`src/rtl/ksel_pkg.sv`:
```
`default_nettype none

package ksel_pkg;

    localparam int MAX_STAGGER  = 32;
    localparam int K_TILE_LIMIT = 64;
    localparam int LINE_BYTES   = 128;
    localparam int SHIFT_LIMIT  = 5;
    // Tile counts above this cannot change any decision.
    localparam int TILE_SAT     = 65536;

    localparam int DVD_W = 32;
    localparam int DVS_W = 12;
    localparam int ACC_W = 48;
    localparam int MB_W  = 17;

    typedef enum logic [1:0] {
        CFG_CUS  = 2'd0,
        CFG_DIES = 2'd1,
        CFG_L2   = 2'd2
    } cfg_idx_t;

    typedef struct packed {
        logic [31:0] rows_m;
        logic [31:0] cols_n;
        logic [31:0] depth_k;
        logic [15:0] batch_count;
        logic [10:0] tile_m;
        logic [10:0] tile_n;
        logic [10:0] tile_k;
        logic [1:0]  nontemporal_flags;
        logic [3:0]  bytes_a;
        logic [3:0]  bytes_b;
        logic [15:0] sk_grid;
        logic signed [11:0] wgm;
    } item_t;

    typedef struct packed {
        logic [10:0] num_compute_units;
        logic [4:0]  num_dies;
        logic [31:0] l2_capacity_bytes;
    } cfg_t;

    typedef struct packed {
        logic       stagger_mapping;
        logic [5:0] stagger_count;
        logic [2:0] stride_shift;
    } res_t;

    typedef struct packed {
        logic             start;
        logic [DVD_W-1:0] dividend;
        logic [DVS_W-1:0] divisor;
    } div_req_t;

    typedef struct packed {
        logic             done;
        logic [DVD_W-1:0] quot;
        logic [DVS_W-1:0] rem;
    } div_rsp_t;

    // Smallest shift that makes one K step span a cache line, saturating.
    function automatic logic [2:0] calc_shift(input logic [14:0] kbytes);
        logic [2:0]  s;
        logic [19:0] w;
        s = 3'(SHIFT_LIMIT);
        for (int i = SHIFT_LIMIT - 1; i >= 0; i--) begin
            w = {5'b0, kbytes} << i;
            if (w >= 20'(LINE_BYTES)) begin
                s = 3'(i);
            end
        end
        return s;
    endfunction

    // Largest power of two not above tk >> shift, at least one, capped.
    function automatic logic [5:0] calc_max_s(input logic [6:0] tk, input logic [2:0] sh);
        logic [6:0] v;
        logic [6:0] p;
        v = tk >> sh;
        p = 7'd1;
        for (int i = 1; i < 7; i++) begin
            if (7'(1 << i) <= v) begin
                p = 7'(1 << i);
            end
        end
        if (p > 7'(MAX_STAGGER)) begin
            p = 7'(MAX_STAGGER);
        end
        return 6'(p);
    endfunction

    // Round a count up to a power of two (at least two), capped by mx.
    function automatic logic [5:0] round_cnt(input logic [5:0] cnt, input logic [5:0] mx);
        logic [6:0] p;
        p = 7'd2;
        for (int i = 0; i < 5; i++) begin
            if (p < 7'(cnt)) begin
                p = p << 1;
            end
        end
        if (p > 7'(mx)) begin
            p = 7'(mx);
        end
        return 6'(p);
    endfunction

endpackage

`default_nettype wire

```
`src/rtl/ksel_div.sv`:
```
`default_nettype none

// Restoring divider, one quotient bit per cycle.
module ksel_div (
    input  wire logic                aclk,
    input  wire logic                aresetn,
    input  wire ksel_pkg::div_req_t  req,
    output ksel_pkg::div_rsp_t       rsp
);

    logic                         busy_reg, busy_next;
    logic                         done_reg, done_next;
    logic [4:0]                   cnt_reg, cnt_next;
    logic [ksel_pkg::DVD_W-1:0]   quo_reg;
    logic [ksel_pkg::DVS_W-1:0]   rem_reg;
    logic [ksel_pkg::DVS_W-1:0]   dvs_reg;
    logic [ksel_pkg::DVS_W:0]     trial;
    logic                         fits;
    logic [ksel_pkg::DVS_W-1:0]   rem_step;

    always_comb begin
        trial    = {rem_reg, quo_reg[ksel_pkg::DVD_W-1]};
        fits     = trial >= {1'b0, dvs_reg};
        rem_step = fits ? ksel_pkg::DVS_W'(trial - {1'b0, dvs_reg})
                        : trial[ksel_pkg::DVS_W-1:0];
    end

    always_comb begin
        busy_next = busy_reg;
        done_next = 1'b0;
        cnt_next  = cnt_reg;
        if (req.start) begin
            busy_next = 1'b1;
            cnt_next  = '0;
        end else if (busy_reg) begin
            cnt_next = cnt_reg + 5'd1;
            if (cnt_reg == 5'(ksel_pkg::DVD_W - 1)) begin
                busy_next = 1'b0;
                done_next = 1'b1;
            end
        end
    end

    always_ff @(posedge aclk) begin
        if (!aresetn) begin
            busy_reg <= 1'b0;
            done_reg <= 1'b0;
            cnt_reg  <= '0;
        end else begin
            busy_reg <= busy_next;
            done_reg <= done_next;
            cnt_reg  <= cnt_next;
        end
    end

    always_ff @(posedge aclk) begin
        if (req.start) begin
            quo_reg <= req.dividend;
            rem_reg <= '0;
            dvs_reg <= req.divisor;
        end else if (busy_reg) begin
            quo_reg <= {quo_reg[ksel_pkg::DVD_W-2:0], fits};
            rem_reg <= rem_step;
        end
    end

    assign rsp.done = done_reg;
    assign rsp.quot = quo_reg;
    assign rsp.rem  = rem_reg;

endmodule

`default_nettype wire

```
`src/rtl/ksel_core.sv`:
```
`default_nettype none

// Sequencer and datapath: walks one launch through the shared divider and
// the shared multiplier, then holds the result until it is taken.
module ksel_core (
    input  wire logic               aclk,
    input  wire logic               aresetn,
    input  wire logic               start,
    input  wire ksel_pkg::item_t    item,
    input  wire ksel_pkg::cfg_t     cfg,
    output logic                    idle,
    output logic                    res_valid,
    input  wire logic               res_ready,
    output ksel_pkg::res_t          res
);

    typedef enum logic [16:0] {
        ST_IDLE  = 17'h00001,
        ST_DTM   = 17'h00002,
        ST_DTN   = 17'h00004,
        ST_DTK   = 17'h00008,
        ST_MTILE = 17'h00010,
        ST_CHK   = 17'h00020,
        ST_DCPD  = 17'h00040,
        ST_DPT   = 17'h00080,
        ST_DV0   = 17'h00100,
        ST_DU1   = 17'h00200,
        ST_DREM  = 17'h00400,
        ST_MUL   = 17'h00800,
        ST_WSCHK = 17'h01000,
        ST_DGM   = 17'h02000,
        ST_DGN   = 17'h04000,
        ST_DEC   = 17'h08000,
        ST_FIN   = 17'h10000
    } state_t;

    localparam int AW = ksel_pkg::ACC_W;

    state_t state_reg, state_next;
    logic   issued_reg, issued_next;
    logic [3:0] mstep_reg, mstep_next;

    ksel_pkg::item_t it_reg, it_next;
    logic [31:0] tm_reg, tm_next, tn_reg, tn_next, tk_reg, tk_next;
    logic [16:0] tiles_reg, tiles_next;
    logic [10:0] cpd_reg, cpd_next, pt_reg, pt_next;
    logic [11:0] u_reg, u_next, v_reg, v_next;
    logic [AW-1:0] p_reg, p_next, acon_reg, acon_next, bcon_reg, bcon_next;
    logic [AW-1:0] t1_reg, t1_next;
    logic [31:0] gm_reg, gm_next, gn_reg, gn_next;
    logic       map_reg, map_next;
    logic [5:0] cnt_reg, cnt_next;
    logic [2:0] sh_reg, sh_next;

    ksel_pkg::div_req_t dreq;
    ksel_pkg::div_rsp_t drsp;
    logic               div_start;

    ksel_div u_div (
        .aclk    (aclk),
        .aresetn (aresetn),
        .req     (dreq),
        .rsp     (drsp)
    );

    logic        pos;
    logic [11:0] aw_val, u0, lm, ln, lsel;
    logic [31:0] big_u, big_v;
    logic [4:0]  dies_eff;
    logic [3:0]  bmin;
    logic [14:0] kbytes;
    logic [2:0]  shift;
    logic [5:0]  max_s, l2v, rc;
    logic        l2map, die_map, close_c, asym_c, zero_in, rm;
    logic [31:0] cdiv_val, dvd;
    logic [11:0] dvs;
    logic [AW-1:0] mul_a, win, lose;
    logic [ksel_pkg::MB_W-1:0] mul_b;
    logic [AW+ksel_pkg::MB_W-1:0] mul_full;
    logic [AW-1:0] mul_p;
    logic [11:0] lmax, lmin;

    always_comb begin
        pos      = !it_reg.wgm[11];
        aw_val   = it_reg.wgm[11] ? 12'(~it_reg.wgm + 12'sd1) : 12'(it_reg.wgm);
        big_u    = pos ? tn_reg : tm_reg;
        big_v    = pos ? tm_reg : tn_reg;
        u0       = (32'(aw_val) < big_u) ? aw_val : big_u[11:0];
        dies_eff = (cfg.num_dies == 5'd0) ? 5'd1 : cfg.num_dies;
        bmin     = (it_reg.bytes_a < it_reg.bytes_b) ? it_reg.bytes_a : it_reg.bytes_b;
        kbytes   = 15'(it_reg.tile_k) * 15'(bmin);
        shift    = ksel_pkg::calc_shift(kbytes);
        max_s    = ksel_pkg::calc_max_s(tk_reg[6:0], shift);
        lm       = pos ? v_reg : u_reg;
        ln       = pos ? u_reg : v_reg;
        l2map    = !(bcon_reg > acon_reg);
        lsel     = l2map ? ln : lm;
        l2v      = (lsel < 12'(max_s)) ? 6'(lsel) : max_s;
        die_map  = !(gm_reg > gn_reg);
        win      = (acon_reg > bcon_reg) ? acon_reg : bcon_reg;
        lose     = (acon_reg > bcon_reg) ? bcon_reg : acon_reg;
        close_c  = {1'b0, win} < {lose, 1'b0};
        lmax     = (lm > ln) ? lm : ln;
        lmin     = (lm > ln) ? ln : lm;
        asym_c   = {1'b0, lmax} > {lmin, 1'b0};
        zero_in  = (item.rows_m == 32'd0) || (item.cols_n == 32'd0) ||
                   (item.depth_k == 32'd0) || (item.batch_count == 16'd0) ||
                   (item.tile_m == 11'd0) || (item.tile_n == 11'd0) ||
                   (item.tile_k == 11'd0);
    end

    // Divider operand selection.
    always_comb begin
        dvd = '0;
        dvs = '0;
        case (state_reg)
            ST_DTM:  begin dvd = it_reg.rows_m;  dvs = 12'(it_reg.tile_m); end
            ST_DTN:  begin dvd = it_reg.cols_n;  dvs = 12'(it_reg.tile_n); end
            ST_DTK:  begin dvd = it_reg.depth_k; dvs = 12'(it_reg.tile_k); end
            ST_DCPD: begin dvd = 32'(cfg.num_compute_units); dvs = 12'(dies_eff); end
            ST_DPT:  begin dvd = 32'(tiles_reg); dvs = 12'(dies_eff); end
            ST_DV0:  begin dvd = 32'(pt_reg); dvs = u0; end
            ST_DU1:  begin dvd = 32'(pt_reg); dvs = v_reg; end
            ST_DREM: begin dvd = 32'(pt_reg); dvs = u_reg; end
            ST_DGM:  begin dvd = tm_reg; dvs = lm; end
            ST_DGN:  begin dvd = tn_reg; dvs = ln; end
            default: begin dvd = '0; dvs = '0; end
        endcase
        dreq.start    = div_start;
        dreq.dividend = dvd;
        dreq.divisor  = dvs;
        cdiv_val = (dvs == 12'd0) ? 32'd0
                 : drsp.quot + 32'((drsp.rem != 12'd0) ? 1 : 0);
    end

    // Multiplier operand selection.
    always_comb begin
        mul_a = p_reg;
        mul_b = '0;
        if (state_reg == ST_MTILE) begin
            mul_a = (tm_reg > 32'(ksel_pkg::TILE_SAT)) ? AW'(ksel_pkg::TILE_SAT) : AW'(tm_reg);
            mul_b = (tn_reg > 32'(ksel_pkg::TILE_SAT)) ? 17'(ksel_pkg::TILE_SAT) : tn_reg[16:0];
        end else begin
            case (mstep_reg)
                4'd0:    begin mul_a = pos ? AW'(ln) : AW'(1); mul_b = 17'(ln); end
                4'd1:    mul_b = 17'(it_reg.tile_m);
                4'd2:    mul_b = 17'(it_reg.bytes_a);
                4'd3:    begin mul_a = pos ? AW'(1) : AW'(lm); mul_b = 17'(lm); end
                4'd4:    mul_b = 17'(it_reg.tile_n);
                4'd5:    mul_b = 17'(it_reg.bytes_b);
                4'd6:    begin mul_a = l2map ? AW'(l2v) : AW'(1); mul_b = 17'(lm); end
                4'd7:    mul_b = 17'(it_reg.tile_m);
                4'd8:    mul_b = 17'(it_reg.bytes_a);
                4'd9:    begin mul_a = l2map ? AW'(1) : AW'(l2v); mul_b = 17'(ln); end
                4'd10:   mul_b = 17'(it_reg.tile_n);
                4'd11:   mul_b = 17'(it_reg.bytes_b);
                4'd13:   begin mul_a = t1_reg; mul_b = 17'(it_reg.tile_k); end
                4'd14:   mul_b = 17'd20;
                4'd15:   begin mul_a = AW'(cfg.l2_capacity_bytes); mul_b = 17'd19; end
                default: begin mul_a = p_reg; mul_b = '0; end
            endcase
        end
        mul_full = {{ksel_pkg::MB_W{1'b0}}, mul_a} * {{AW{1'b0}}, mul_b};
        mul_p    = mul_full[AW-1:0];
    end

    always_comb begin
        state_next  = state_reg;
        issued_next = issued_reg;
        mstep_next  = mstep_reg;
        it_next     = it_reg;
        tm_next     = tm_reg;
        tn_next     = tn_reg;
        tk_next     = tk_reg;
        tiles_next  = tiles_reg;
        cpd_next    = cpd_reg;
        pt_next     = pt_reg;
        u_next      = u_reg;
        v_next      = v_reg;
        p_next      = p_reg;
        acon_next   = acon_reg;
        bcon_next   = bcon_reg;
        t1_next     = t1_reg;
        gm_next     = gm_reg;
        gn_next     = gn_reg;
        map_next    = map_reg;
        cnt_next    = cnt_reg;
        sh_next     = sh_reg;
        div_start   = 1'b0;
        rm          = 1'b0;
        rc          = '0;

        if (state_reg == ST_DTM || state_reg == ST_DTN || state_reg == ST_DTK ||
            state_reg == ST_DCPD || state_reg == ST_DPT || state_reg == ST_DV0 ||
            state_reg == ST_DU1 || state_reg == ST_DREM || state_reg == ST_DGM ||
            state_reg == ST_DGN) begin
            div_start   = !issued_reg;
            issued_next = 1'b1;
        end

        case (state_reg)
            ST_IDLE: begin
                if (start) begin
                    it_next = item;
                    if (zero_in) begin
                        map_next   = 1'b0;
                        cnt_next   = '0;
                        sh_next    = '0;
                        state_next = ST_FIN;
                    end else begin
                        state_next = ST_DTM;
                    end
                end
            end
            ST_DTM: if (drsp.done) begin
                tm_next = cdiv_val; issued_next = 1'b0; state_next = ST_DTN;
            end
            ST_DTN: if (drsp.done) begin
                tn_next = cdiv_val; issued_next = 1'b0; state_next = ST_DTK;
            end
            ST_DTK: if (drsp.done) begin
                tk_next = cdiv_val; issued_next = 1'b0; state_next = ST_MTILE;
            end
            ST_MTILE: begin
                tiles_next = (mul_p > AW'(ksel_pkg::TILE_SAT)) ? 17'(ksel_pkg::TILE_SAT)
                                                               : mul_p[16:0];
                state_next = ST_CHK;
            end
            ST_CHK: begin
                map_next   = 1'b0;
                cnt_next   = '0;
                sh_next    = '0;
                state_next = ST_FIN;
                if (it_reg.batch_count != 16'd1 || tk_reg > 32'(ksel_pkg::K_TILE_LIMIT) ||
                    17'(it_reg.sk_grid) > tiles_reg || max_s == 6'd1) begin
                    state_next = ST_FIN;
                end else if (it_reg.nontemporal_flags[0] || it_reg.nontemporal_flags[1]) begin
                    map_next = !it_reg.nontemporal_flags[0];
                    cnt_next = max_s;
                    sh_next  = shift;
                end else if (it_reg.wgm != 12'sd0) begin
                    state_next = ST_DCPD;
                end
            end
            ST_DCPD: if (drsp.done) begin
                cpd_next = drsp.quot[10:0]; issued_next = 1'b0; state_next = ST_DPT;
            end
            ST_DPT: if (drsp.done) begin
                pt_next = (cdiv_val < 32'(cpd_reg)) ? cdiv_val[10:0] : cpd_reg;
                issued_next = 1'b0;
                state_next  = ST_DV0;
            end
            ST_DV0: if (drsp.done) begin
                u_next = u0;
                v_next = (cdiv_val < big_v) ? cdiv_val[11:0] : big_v[11:0];
                issued_next = 1'b0;
                state_next  = ((cdiv_val == 32'd0) || (big_v == 32'd0)) ? ST_DREM : ST_DU1;
            end
            ST_DU1: if (drsp.done) begin
                if (cdiv_val < big_u) begin
                    if (cdiv_val[11:0] > u_reg) u_next = cdiv_val[11:0];
                end else if (big_u[11:0] > u_reg) begin
                    u_next = big_u[11:0];
                end
                issued_next = 1'b0;
                state_next  = ST_DREM;
            end
            ST_DREM: if (drsp.done) begin
                if (drsp.rem != 12'd0) begin
                    v_next = (32'(v_reg) + 32'd1 < big_v) ? v_reg + 12'd1 : big_v[11:0];
                end
                issued_next = 1'b0;
                mstep_next  = '0;
                state_next  = ST_MUL;
            end
            ST_MUL: begin
                mstep_next = mstep_reg + 4'd1;
                case (mstep_reg)
                    4'd2:    acon_next = mul_p;
                    4'd5:    bcon_next = mul_p;
                    4'd8:    t1_next   = mul_p;
                    4'd12:   t1_next   = t1_reg + p_reg;
                    4'd15:   t1_next   = mul_p;
                    default: p_next    = mul_p;
                endcase
                if (mstep_reg == 4'd15) begin
                    state_next = ST_WSCHK;
                end
            end
            ST_WSCHK: begin
                state_next = ST_FIN;
                map_next   = 1'b0;
                cnt_next   = '0;
                sh_next    = '0;
                if (p_reg > t1_reg) begin
                    state_next = ST_FIN;
                end else if (l2v == max_s) begin
                    map_next = l2map;
                    cnt_next = max_s;
                    sh_next  = shift;
                end else begin
                    state_next = ST_DGM;
                end
            end
            ST_DGM: if (drsp.done) begin
                gm_next = cdiv_val; issued_next = 1'b0; state_next = ST_DGN;
            end
            ST_DGN: if (drsp.done) begin
                gn_next = cdiv_val; issued_next = 1'b0; state_next = ST_DEC;
            end
            ST_DEC: begin
                if (l2map == die_map) begin
                    rm = l2map; rc = max_s;
                end else if (close_c && asym_c) begin
                    rm = die_map; rc = max_s;
                end else begin
                    rm = l2map; rc = l2v;
                end
                rc = ksel_pkg::round_cnt(rc, max_s);
                if (rc <= 6'd2) begin
                    map_next = 1'b0; cnt_next = '0; sh_next = '0;
                end else begin
                    map_next = rm; cnt_next = rc; sh_next = shift;
                end
                state_next = ST_FIN;
            end
            ST_FIN: if (res_ready) begin
                state_next = ST_IDLE;
            end
            default: state_next = ST_IDLE;
        endcase
    end

    always_ff @(posedge aclk) begin
        if (!aresetn) begin
            state_reg  <= ST_IDLE;
            issued_reg <= 1'b0;
            mstep_reg  <= '0;
        end else begin
            state_reg  <= state_next;
            issued_reg <= issued_next;
            mstep_reg  <= mstep_next;
        end
    end

    always_ff @(posedge aclk) begin
        it_reg    <= it_next;
        tm_reg    <= tm_next;
        tn_reg    <= tn_next;
        tk_reg    <= tk_next;
        tiles_reg <= tiles_next;
        cpd_reg   <= cpd_next;
        pt_reg    <= pt_next;
        u_reg     <= u_next;
        v_reg     <= v_next;
        p_reg     <= p_next;
        acon_reg  <= acon_next;
        bcon_reg  <= bcon_next;
        t1_reg    <= t1_next;
        gm_reg    <= gm_next;
        gn_reg    <= gn_next;
        map_reg   <= map_next;
        cnt_reg   <= cnt_next;
        sh_reg    <= sh_next;
    end

    assign idle      = (state_reg == ST_IDLE);
    assign res_valid = (state_reg == ST_FIN);
    assign res.stagger_mapping = map_reg;
    assign res.stagger_count   = cnt_reg;
    assign res.stride_shift    = sh_reg;

`ifndef SYNTHESIS
    // A finished count is zero or a single power of two.
    a_cnt_pow2: assert property (@(posedge aclk) disable iff (!aresetn)
        (state_reg == ST_FIN) |-> $onehot0(cnt_reg))
        else $error("stagger count is not a power of two");

    // The disabled answer clears every field.
    a_disabled_zero: assert property (@(posedge aclk) disable iff (!aresetn)
        (state_reg == ST_FIN && cnt_reg == 6'd0) |-> (!map_reg && sh_reg == 3'd0))
        else $error("disabled answer has nonzero fields");

    // A divide is never launched twice for one step.
    a_single_start: assert property (@(posedge aclk) disable iff (!aresetn)
        dreq.start |=> !dreq.start)
        else $error("divider started on consecutive cycles");
`endif

endmodule

`default_nettype wire

```
`src/rtl/k_stagger_select_top.sv`:
```
`default_nettype none

// K-stagger selector. Each input word describes one matrix-multiply launch;
// the block answers with one output word holding the stagger direction, the
// stagger count (zero when staggering is off, otherwise a power of two up to
// 32) and the stride shift. Work runs through one serial divider (one
// quotient bit per cycle) and one shared 48x17 multiplier under a small
// sequencer; an empty problem or zero tile takes the shortest path, and
// the full decision (ten divisions and sixteen multiply steps) the longest.
// s_tready is high only while the sequencer is idle. A finished result
// sits in an output register, so the next word is accepted while the
// previous result still waits on m_tready. The three configuration
// registers (compute units, dies, cache bytes per die) are written
// through the cfg_ channel, which is always ready, and must only change
// while no word is in flight.
module k_stagger_select_top (
    input  wire logic         aclk,
    input  wire logic         aresetn,
    input  wire logic         s_tvalid,
    output logic              s_tready,
    // [31:0] rows_m, [63:32] cols_n, [95:64] depth_k, [111:96] batch_count,
    // [122:112] tile_m, [133:123] tile_n, [144:134] tile_k,
    // [146:145] nontemporal_flags, [150:147] bytes_a, [154:151] bytes_b,
    // [170:155] sk_grid, [182:171] wgm, [183] zero
    input  wire logic [183:0] s_tdata,
    output logic              m_tvalid,
    input  wire logic         m_tready,
    // [0] stagger_mapping, [6:1] stagger_count, [9:7] stride_shift, [15:10] zero
    output logic [15:0]       m_tdata,
    input  wire logic         cfg_valid,
    output logic              cfg_ready,
    input  wire logic [1:0]   cfg_index,
    input  wire logic [31:0]  cfg_data
);

    ksel_pkg::item_t item;
    ksel_pkg::cfg_t  cfg_reg, cfg_next;
    ksel_pkg::res_t  res, out_reg, out_next;
    logic core_idle, res_valid, res_ready;
    logic out_valid_reg, out_valid_next;

    always_comb begin
        item.rows_m            = s_tdata[31:0];
        item.cols_n            = s_tdata[63:32];
        item.depth_k           = s_tdata[95:64];
        item.batch_count       = s_tdata[111:96];
        item.tile_m            = s_tdata[122:112];
        item.tile_n            = s_tdata[133:123];
        item.tile_k            = s_tdata[144:134];
        item.nontemporal_flags = s_tdata[146:145];
        item.bytes_a           = s_tdata[150:147];
        item.bytes_b           = s_tdata[154:151];
        item.sk_grid           = s_tdata[170:155];
        item.wgm               = s_tdata[182:171];
    end

    // Configuration writes; an index past the register list is dropped.
    always_comb begin
        cfg_next = cfg_reg;
        if (cfg_valid) begin
            case (cfg_index)
                ksel_pkg::CFG_CUS:  cfg_next.num_compute_units = cfg_data[10:0];
                ksel_pkg::CFG_DIES: cfg_next.num_dies          = cfg_data[4:0];
                ksel_pkg::CFG_L2:   cfg_next.l2_capacity_bytes = cfg_data;
                default:            cfg_next = cfg_reg;
            endcase
        end
    end

    ksel_core u_core (
        .aclk      (aclk),
        .aresetn   (aresetn),
        .start     (s_tvalid && s_tready),
        .item      (item),
        .cfg       (cfg_reg),
        .idle      (core_idle),
        .res_valid (res_valid),
        .res_ready (res_ready),
        .res       (res)
    );

    // The output register frees up when its word is taken.
    always_comb begin
        res_ready      = !out_valid_reg || m_tready;
        out_valid_next = out_valid_reg && !m_tready;
        out_next       = out_reg;
        if (res_valid && res_ready) begin
            out_valid_next = 1'b1;
            out_next       = res;
        end
    end

    always_ff @(posedge aclk) begin
        if (!aresetn) begin
            out_valid_reg                 <= 1'b0;
            cfg_reg.num_compute_units     <= 11'd304;
            cfg_reg.num_dies              <= 5'd8;
            cfg_reg.l2_capacity_bytes     <= 32'd4194304;
        end else begin
            out_valid_reg <= out_valid_next;
            cfg_reg       <= cfg_next;
        end
    end

    always_ff @(posedge aclk) begin
        out_reg <= out_next;
    end

    assign s_tready  = core_idle;
    assign cfg_ready = 1'b1;
    assign m_tvalid  = out_valid_reg;
    assign m_tdata   = {6'b0, out_reg.stride_shift, out_reg.stagger_count,
                        out_reg.stagger_mapping};

endmodule

`default_nettype wire

```
`config.mk`:
```
export PLATFORM = sky130hd
export DESIGN_NAME = k_stagger_select_top
export DESIGN_NICKNAME = d
export VERILOG_FILES = /design/src/rtl/ksel_pkg.sv /design/src/rtl/ksel_div.sv /design/src/rtl/ksel_core.sv /design/src/rtl/k_stagger_select_top.sv
export SDC_FILE = /design/constraint.sdc
export NUM_CORES = 2
export LEC_CHECK = 0
export BUFFER_PORTS_ARGS = -buffer_cell sky130_fd_sc_hd__buf_2
export CORE_ASPECT_RATIO = 1.75
export CORE_MARGIN = 2
export CORE_UTILIZATION = 55
export CTS_CLUSTER_DIAMETER = 100
export DETAILED_ROUTE_END_ITERATION = 6
export PLACE_DENSITY = 0.81
export SYNTH_ARGS = -nofsm -noshare
export SYNTH_HDL_FRONTEND = slang
export SYNTH_SLANG_ARGS = --single-unit
```
`constraint.sdc`:
```
create_clock -name aclk -period 15.7 [get_ports aclk]
set_input_delay 0.785 -clock aclk [delete_from_list [all_inputs] [get_ports aclk]]
set_output_delay 0.785 -clock aclk [all_outputs]
set_load 0.03 [all_outputs]
```
After elaboration in Yosys (flattened, before gate mapping)
Cells that the tools add are included.
{"block": "word_totals", "rom_bits": 0, "output_inout_bits": 19, "inputBits": 223, "ff_bits": 752, "ramBits": 0, "n_memories": 0, "latchBits": 0, "elab_cells": 372}
{"block": "classes", "n_eq_ne": 56, "bitwise": 4, "order_cmp": 41, "addsub": 8, "multipliers": 2, "div": 0, "n_mux": 130, "reduce_logical": 85, "shifts": 1}
{"cell": "$mux W17", "n": 21}
{"cell": "$pmux W17 S17", "n": 1}
{"cell": "$pmux W48 S6", "n": 1}
{"cell": "$pmux W32 S8", "n": 1}
{"cell": "$mux W12", "n": 20}
{"cell": "$pmux W12 S9", "n": 2}
{"cell": "$mux W32", "n": 6}
{"cell": "$logic_not A32 Y1", "n": 5}
{"cell": "$gt A48 B48 Y1", "n": 3}
{"cell": "$mux W48", "n": 3}
{"cell": "$mux W7", "n": 14}
{"cell": "$lt A32 B32 Y1", "n": 3}
{"cell": "$mux W6", "n": 16}
{"cell": "$pmux W48 S2", "n": 1}
{"cell": "$gt A32 B17 Y1 const B", "n": 2}
{"cell": "$lt A48 B49 Y1", "n": 1}
{"cell": "$add A48 B48 Y48", "n": 1}
{"cell": "$gt A48 B17 Y1 const B", "n": 1}
{"cell": "$mul A48 B17 Y48", "n": 1}
{"cell": "$pmux W12 S2", "n": 2}
{"cell": "$gt A12 B12 Y1", "n": 3}
{"cell": "$mux W3", "n": 12}
{"cell": "$logic_not A11 Y1", "n": 3}
{"cell": "$add A32 B32 Y32", "n": 1}
{"cell": "other kinds (95)", "n": 203}

Longest topological paths before layout
{"block": "logic_depth", "word_depth": 45, "ltp_mapped": 71, "mapped_depth_nobuf": 68}

Modules after synthesis
Synthesis repeated with hierarchy kept, for this count alone.
{"block": "hier_totals", "hier_cells": 6786, "hier_area_um2": 67100.6}
{"mod": "ksel_core", "n_inst": 1, "area_each_um2": 61645.4, "cells_per_inst": 6307, "seq_area_each_um2": 18697.9}
{"mod": "ksel_div", "n_inst": 1, "area_each_um2": 3191.8, "cells_per_inst": 261, "seq_area_each_um2": 1701.6}
{"mod": "k_stagger_select_top", "n_inst": 1, "area_each_um2": 2263.4, "cells_per_inst": 218, "seq_area_each_um2": 1281.2}

Worst setup path before layout
OpenSTA, ideal clock, no wires.
{"block": "synth_path", "path_type": "reg-to-reg", "from": "register u_core.it_reg[33] in the netlist's numbering", "to": "register u_core.sh_reg[2] (data pin)", "period_less_slack_ps": 14727, "arrival_time_ps": 14457, "path_stages_with_launch": 62, "t_required_ps": 15431, "setup_time_ps": 269, "slack_ps": 973, "n_path_buf": 2, "path_cell_list": "edfxtp_1 ha_1 a21o_1 a21o_1 a21oi_1 nor2_1 a21oi_1 clkbuf_1 nand2b_1 fa_1 fa_1 inv_1 fa_1 a211o_1 and3_4 o211ai_2 o211ai_2 or2_4 [... 26 more ...] mux2i_1 ha_1 o21ai_0 a21oi_1 a221oi_4 mux2i_1 nor2_1 or3b_2 ha_1 and3_1 a221oi_1 a41o_1 o41ai_2 o21bai_1 nor3b_1 o21ai_2 a21boi_2 nor3_2"}
{"block": "synth_via", "elab_chain_cells": 45, "word_cells_on_any_way": 61, "classes_between": "mul (1); order compare (21); eq/ne (2); shift (1); mux (35); reduce/logical (1)"}
{"item": "from (decl)", "line": "ksel_core.sv:43", "rtl": "ksel_pkg::item_t it_reg, it_next;"}
{"item": "from (signal assigned)", "line": "ksel_core.sv:347", "rtl": "it_reg <= it_next;"}
{"item": "$lt A4 B4 Y1", "line": "ksel_core.sv:90", "rtl": "bmin = (it_reg.bytes_a < it_reg.bytes_b) ? it_reg.bytes_a : it_reg.bytes_b;"}
{"item": "$mux W4 *", "line": "ksel_core.sv:90"}
{"item": "$mul A11 B4 Y15 *", "line": "ksel_core.sv:91", "rtl": "kbytes = 15'(it_reg.tile_k) * 15'(bmin);"}
{"item": "$ge A19 B8 Y1", "line": "ksel_pkg.sv:69", "rtl": "if (w >= 20'(LINE_BYTES)) begin"}
{"item": "$mux W1", "line": "ksel_pkg.sv:69"}
{"item": "$mux W3 (3 in a row)", "line": "ksel_pkg.sv:69"}
{"item": "$mux W3 *", "line": "ksel_pkg.sv:69"}
{"item": "$shr A7 B3 Y7", "line": "ksel_pkg.sv:80", "rtl": "v = tk >> sh;"}
{"item": "[... 28 more ...]"}
{"item": "$mux W7", "line": "ksel_core.sv:201", "rtl": "case (state_reg)"}
{"item": "$gt A7 B6 Y1", "line": "ksel_pkg.sv:102", "rtl": "if (p > 7'(mx)) begin"}
{"item": "$mux W6", "line": "ksel_pkg.sv:102"}
{"item": "$mux W6", "line": "ksel_core.sv:201"}
{"item": "$le A6 B2 Y1", "line": "ksel_core.sv:320", "rtl": "if (rc <= 6'd2) begin"}
{"item": "$mux W3", "line": "ksel_core.sv:320"}
{"item": "$pmux W3 S4 *", "line": "ksel_core.sv:201"}
{"item": "named net u_core.sh_next[2]", "line": "ksel_core.sv:53", "rtl": "logic [2:0] sh_reg, sh_next;"}
{"item": "to (signal assigned)", "line": "ksel_core.sv:364", "rtl": "sh_reg <= sh_next;"}
{"item": "to (decl)", "line": "ksel_core.sv:53"}
Mark *: on every way through the listed nets, which the timed path passes. The rest lies on a longest branch. The select of a mux whose other input is x is not followed.
A chain may end at the register's enable or synchronous reset.

Worst setup path after layout
{"block": "layout_path", "from": "register u_core.it_reg[29] in the netlist's numbering", "to": "register u_core.tiles_reg[9] (data pin)"}
{"block": "layout_via", "elab_chain_cells": 26, "word_cells_on_any_way": 38, "classes_between": "mul (2); order compare (15); shift (1); mux (20)"}
{"item": "$lt A4 B4 Y1", "line": "ksel_core.sv:90"}
{"item": "$mux W4", "line": "ksel_core.sv:90"}
{"item": "$mul A11 B4 Y15", "line": "ksel_core.sv:91"}
{"item": "$ge A19 B8 Y1", "line": "ksel_pkg.sv:69"}
{"item": "$mux W1", "line": "ksel_pkg.sv:69"}
{"item": "$mux W3 (4 in a row)", "line": "ksel_pkg.sv:69"}
{"item": "$shr A7 B3 Y7", "line": "ksel_pkg.sv:80"}
{"item": "$le A2 B7 Y1", "line": "ksel_pkg.sv:83", "rtl": "if (7'(1 << i) <= v) begin"}
{"item": "[... 7 more ...]"}
{"item": "$mux W6", "line": "ksel_pkg.sv:87", "rtl": "if (p > 7'(MAX_STAGGER)) begin"}
{"item": "$lt A12 B6 Y1", "line": "ksel_core.sv:98", "rtl": "l2v = (lsel < 12'(max_s)) ? 6'(lsel) : max_s;"}
{"item": "$mux W6", "line": "ksel_core.sv:98"}
{"item": "$mux W6 (on tied branches)", "line": "ksel_core.sv:154, ksel_core.sv:151"}
{"item": "$pmux W48 S6", "line": "ksel_core.sv:144", "rtl": "case (mstep_reg)"}
{"item": "$mux W48", "line": "ksel_core.sv:140", "rtl": "if (state_reg == ST_MTILE) begin"}
{"item": "$mul A48 B17 Y48 *", "line": "ksel_core.sv:163", "rtl": "mul_full = {{ksel_pkg::MB_W{1'b0}}, mul_a} * {{AW{1'b0}}, mul_b};"}
{"item": "$gt A48 B17 Y1", "line": "ksel_core.sv:225", "rtl": "tiles_next = (mul_p > AW'(ksel_pkg::TILE_SAT)) ? 17'(ksel_pkg::TILE_SAT)"}
{"item": "to (signal assigned)", "line": "ksel_core.sv:351", "rtl": "tiles_reg <= tiles_next;"}
{"item": "to (decl)", "line": "ksel_core.sv:45", "rtl": "logic [16:0] tiles_reg, tiles_next;"}
Every way passes the cells marked *; elsewhere a longest branch is shown, timed or not.

==> impl_metrics.toml <==
[power]
p_leak_nw = 32.2
cellPowerDensity_mw_per_mm2 = 123
irDropWorstVdd_mv = 0.161

[synthesis]
synth_edf_count = 662
synth_ff_type = "edfxtp_1"
ys_types = 124
yosysWarnings = 0
synth_seq_area_share = 0.325
ys_seq_elements = 752
netlist_area_mm2 = 0.0667
async_flop_share = 0
synthCells = 6803
avgSynthCellArea_um2 = 9.81

[place]
portBuffers = 233
placed_cell_area_mm2 = 0.0717
gp_congestion = 1.03
dp_hpwl_mm = 174

[layout]
final_area_mm2 = 0.0749
syn2layout_area_growth_pct = 12.2
fin_util = 0.620
drive_gt1_frac = 0.124
fin_nets = 8574
largest_reg_flops = 183

[run_status]
status = "complete, but fails checks"
failed_checks = "design-rule violations"

[routing]
vias = 56400
ant_nets = 0
drt_iter0_drc = 5951
routed_wl_mm = 227
drt_first_pass_iters = 7
routed_via_density = 6.31
route.detailed.drc = 52
wl_per_cell_um = 25.4

[critical_path]
critPathMaxStageDelay_ps = 570
crit_arrival_ps = 15640
crit_path_end_kind = "flip-flop"
crit_family = "adder cells"
reg2reg_slack_ps = 520
path_common_cell = "buf_4"
crit_path_max_fanout = 17
start_kind = "flip-flop"
criticalPathCategory = "reg -> reg"
cp_slowest_cell = "fa_1"
required_ps = 16170
critPathBufInv = 15

[global_routing]
grt_max_degree = 117
grt_pass1_wl_mm = 340
track_usage = 0.368
antenna_found_initial = 16
grt-ovfl-total = 0
first_global_vias = 58500

[die]
die_x_um = 267
die_area_mm2 = 0.124
pin_count = 242
num_rows = 169
initial_core_util = 0.553
core_area_mm2 = 0.121
chipHeight_um = 465

[timing]
setup_viol = 0
relSlewSlack = 0.146
tns_ps = 0
skew_ps = 58.1
period_share = 0.967
maxSlewViolCount = 0
max_freq_mhz = 65.9
worstMarginPinSlew_ps = 1250
whs_ps = 237
finalCriticalPeriod_ps = 15180
hold_violations = 0

[worst_hold_path]
hold_class = "in -> reg"

[clock_network]
clk_latency_ps = 740
numCtsBuffers = 75
cts-htree-levels = 3
clkTransAtPathRegs_ps = 70
ctsHoldBuffers = 0
clkSinkCount = 752
cts_tree = "done"
cts-root-buf = "clkbuf_16"
clockBufferDepth = 3

[job]
drv_cap = 0
cell usage after synthesis, types with 34 or more instances:
cell type  number  share of area
nor2b_1       101         0.0095
a31oi_1        42         0.0039
a222oi_1       92          0.014
fa_1          579           0.17
nand2_1       844          0.047
a21oi_1       353          0.026
o21ai_0       266          0.020
nand2b_1       71         0.0067
xnor2_1       130          0.017
a22oi_1        53         0.0060
nand4_1       105         0.0098
xor2_1         57         0.0075
nand3_1       124         0.0093
ha_1          521          0.098
a21o_1         93          0.010
and3_1         41         0.0038
and2_1         89         0.0083
a221oi_1       35         0.0046
dfxtp_1        90          0.027
edfxtp_1      662           0.30
nor4_1         88         0.0082
mux2i_1       173          0.026
o21bai_1       34         0.0038
clkbuf_1      252          0.014
nor3_1         97         0.0073
inv_1         885          0.050
nor2_1        385          0.022
layer usage:
metal  share of wire  up-vias  wire length, µm  GRT usage
li1                -    24400                -          -
met1            0.31    27300            70500      0.381
met3            0.10     1223            22900     0.0868
met2            0.48     3450           108000      0.612
met5         0.00021        -               47          0
met4            0.11        8            25200      0.337
layout make-up:
class	count	area, µm²
Antenna cell	8	20.0
Clock buffer	91	2040
Clock inverter	46	566
Fill cell	9605	45900
Inverter	887	3340
Multi-Input combinational cell	4954	41400
Sequential cell	752	21700
Tap cell	1624	2030
Timing Repair Buffer	581	3840
kinds of logic (layout without fill, tap and decap cells):
group                    Yosys count  count (layout)  synth area share
AO/OA/AOI/OAI                   1268            1268             0.129
multiplexers                     218             218            0.0336
other                              2             114          0.000113
AND/OR/NAND/NOR                 2073            2073             0.147
buffers and inverters           1201            1605            0.0689
XOR/XNOR                         188             188            0.0248
adder cells (fa/ha/maj)         1101            1101             0.271
flip-flops                       752             752             0.325
power breakdown:
group	internal (W)	switching, W
Clock	0.00106	0.000873
Sequential	0.00256	0.000103
Combinational	0.00182	0.00277
Total	0.00545	0.00375
layout by cell type, fill, tap and decap left out, types with 33 or more instances in the layout:
cell type and n:
mux2_2 33, xnor2_1 128, a221oi_1 34, a31oi_1 42, inv_1 882, xor2_1 57
buf_2 233, clkbuf_16 79, nand2b_1 71, nand2_1 842, nor4_1 85, o21bai_1 34
buf_4 340, o21ai_0 251, a21oi_1 332, nor2_1 376, edfxtp_1 662, and3_1 38
conb_1 106, a222oi_1 92, and2_1 88, fa_1 576, mux2i_1 168, dfxtp_1 90
nand3_1 122, nand4_1 105, ha_1 513, nor3_1 95, a21o_1 93, a22oi_1 52
nor2b_1 101
stage by stage:
step / setup slack, ps / total power (W) / cells
floorplan: 973 / 0.00510 / 6907
global placement: 115 / 0.00690 / 8775
detailed placement: -53.6 / 0.00699 / 8775
CTS: 17.6 / 0.00894 / 8912
global route: -128 / 0.00959 / 8939
finish: 522 / 0.00920 / 8943
worst reg2reg max path: cells and delay by family (launching register included):
kind                     cells  cell delay (ps)
buffers and inverters       15             2060
AND/OR/NAND/NOR             18             2720
adder cells (fa/ha/maj)     12             5430
flip-flops                   1              400
XOR/XNOR                     1              110
AO/OA/AOI/OAI               22             4260
what timing repair did:
action / 4_1_cts / 5_1_grt
setup buffers: 0 / 23
gates resized for setup: 7 / 91
pin swaps: 1 / 48
setup endpoints to repair: 17 / 53
path summary, 6_finish.rpt:
path | start | to | depth (start not counted)
setup / recovery | u_core.it_reg[29]$_DFFE_PP_ | u_core.tiles_reg[9]$_SDFFCE_PN0P_ | 68
hold / removal | s_tdata[73] | u_core.it_reg[96]$_DFFE_PP_ | 1
setup reg to reg | u_core.it_reg[29]$_DFFE_PP_ | u_core.tiles_reg[9]$_SDFFCE_PN0P_ | 68
hold reg to reg | u_core.cnt_reg[2]$_DFFE_PP_ | m_tdata[3]$_DFFE_PP_ | 0
(Power assumes the default switching activity.)
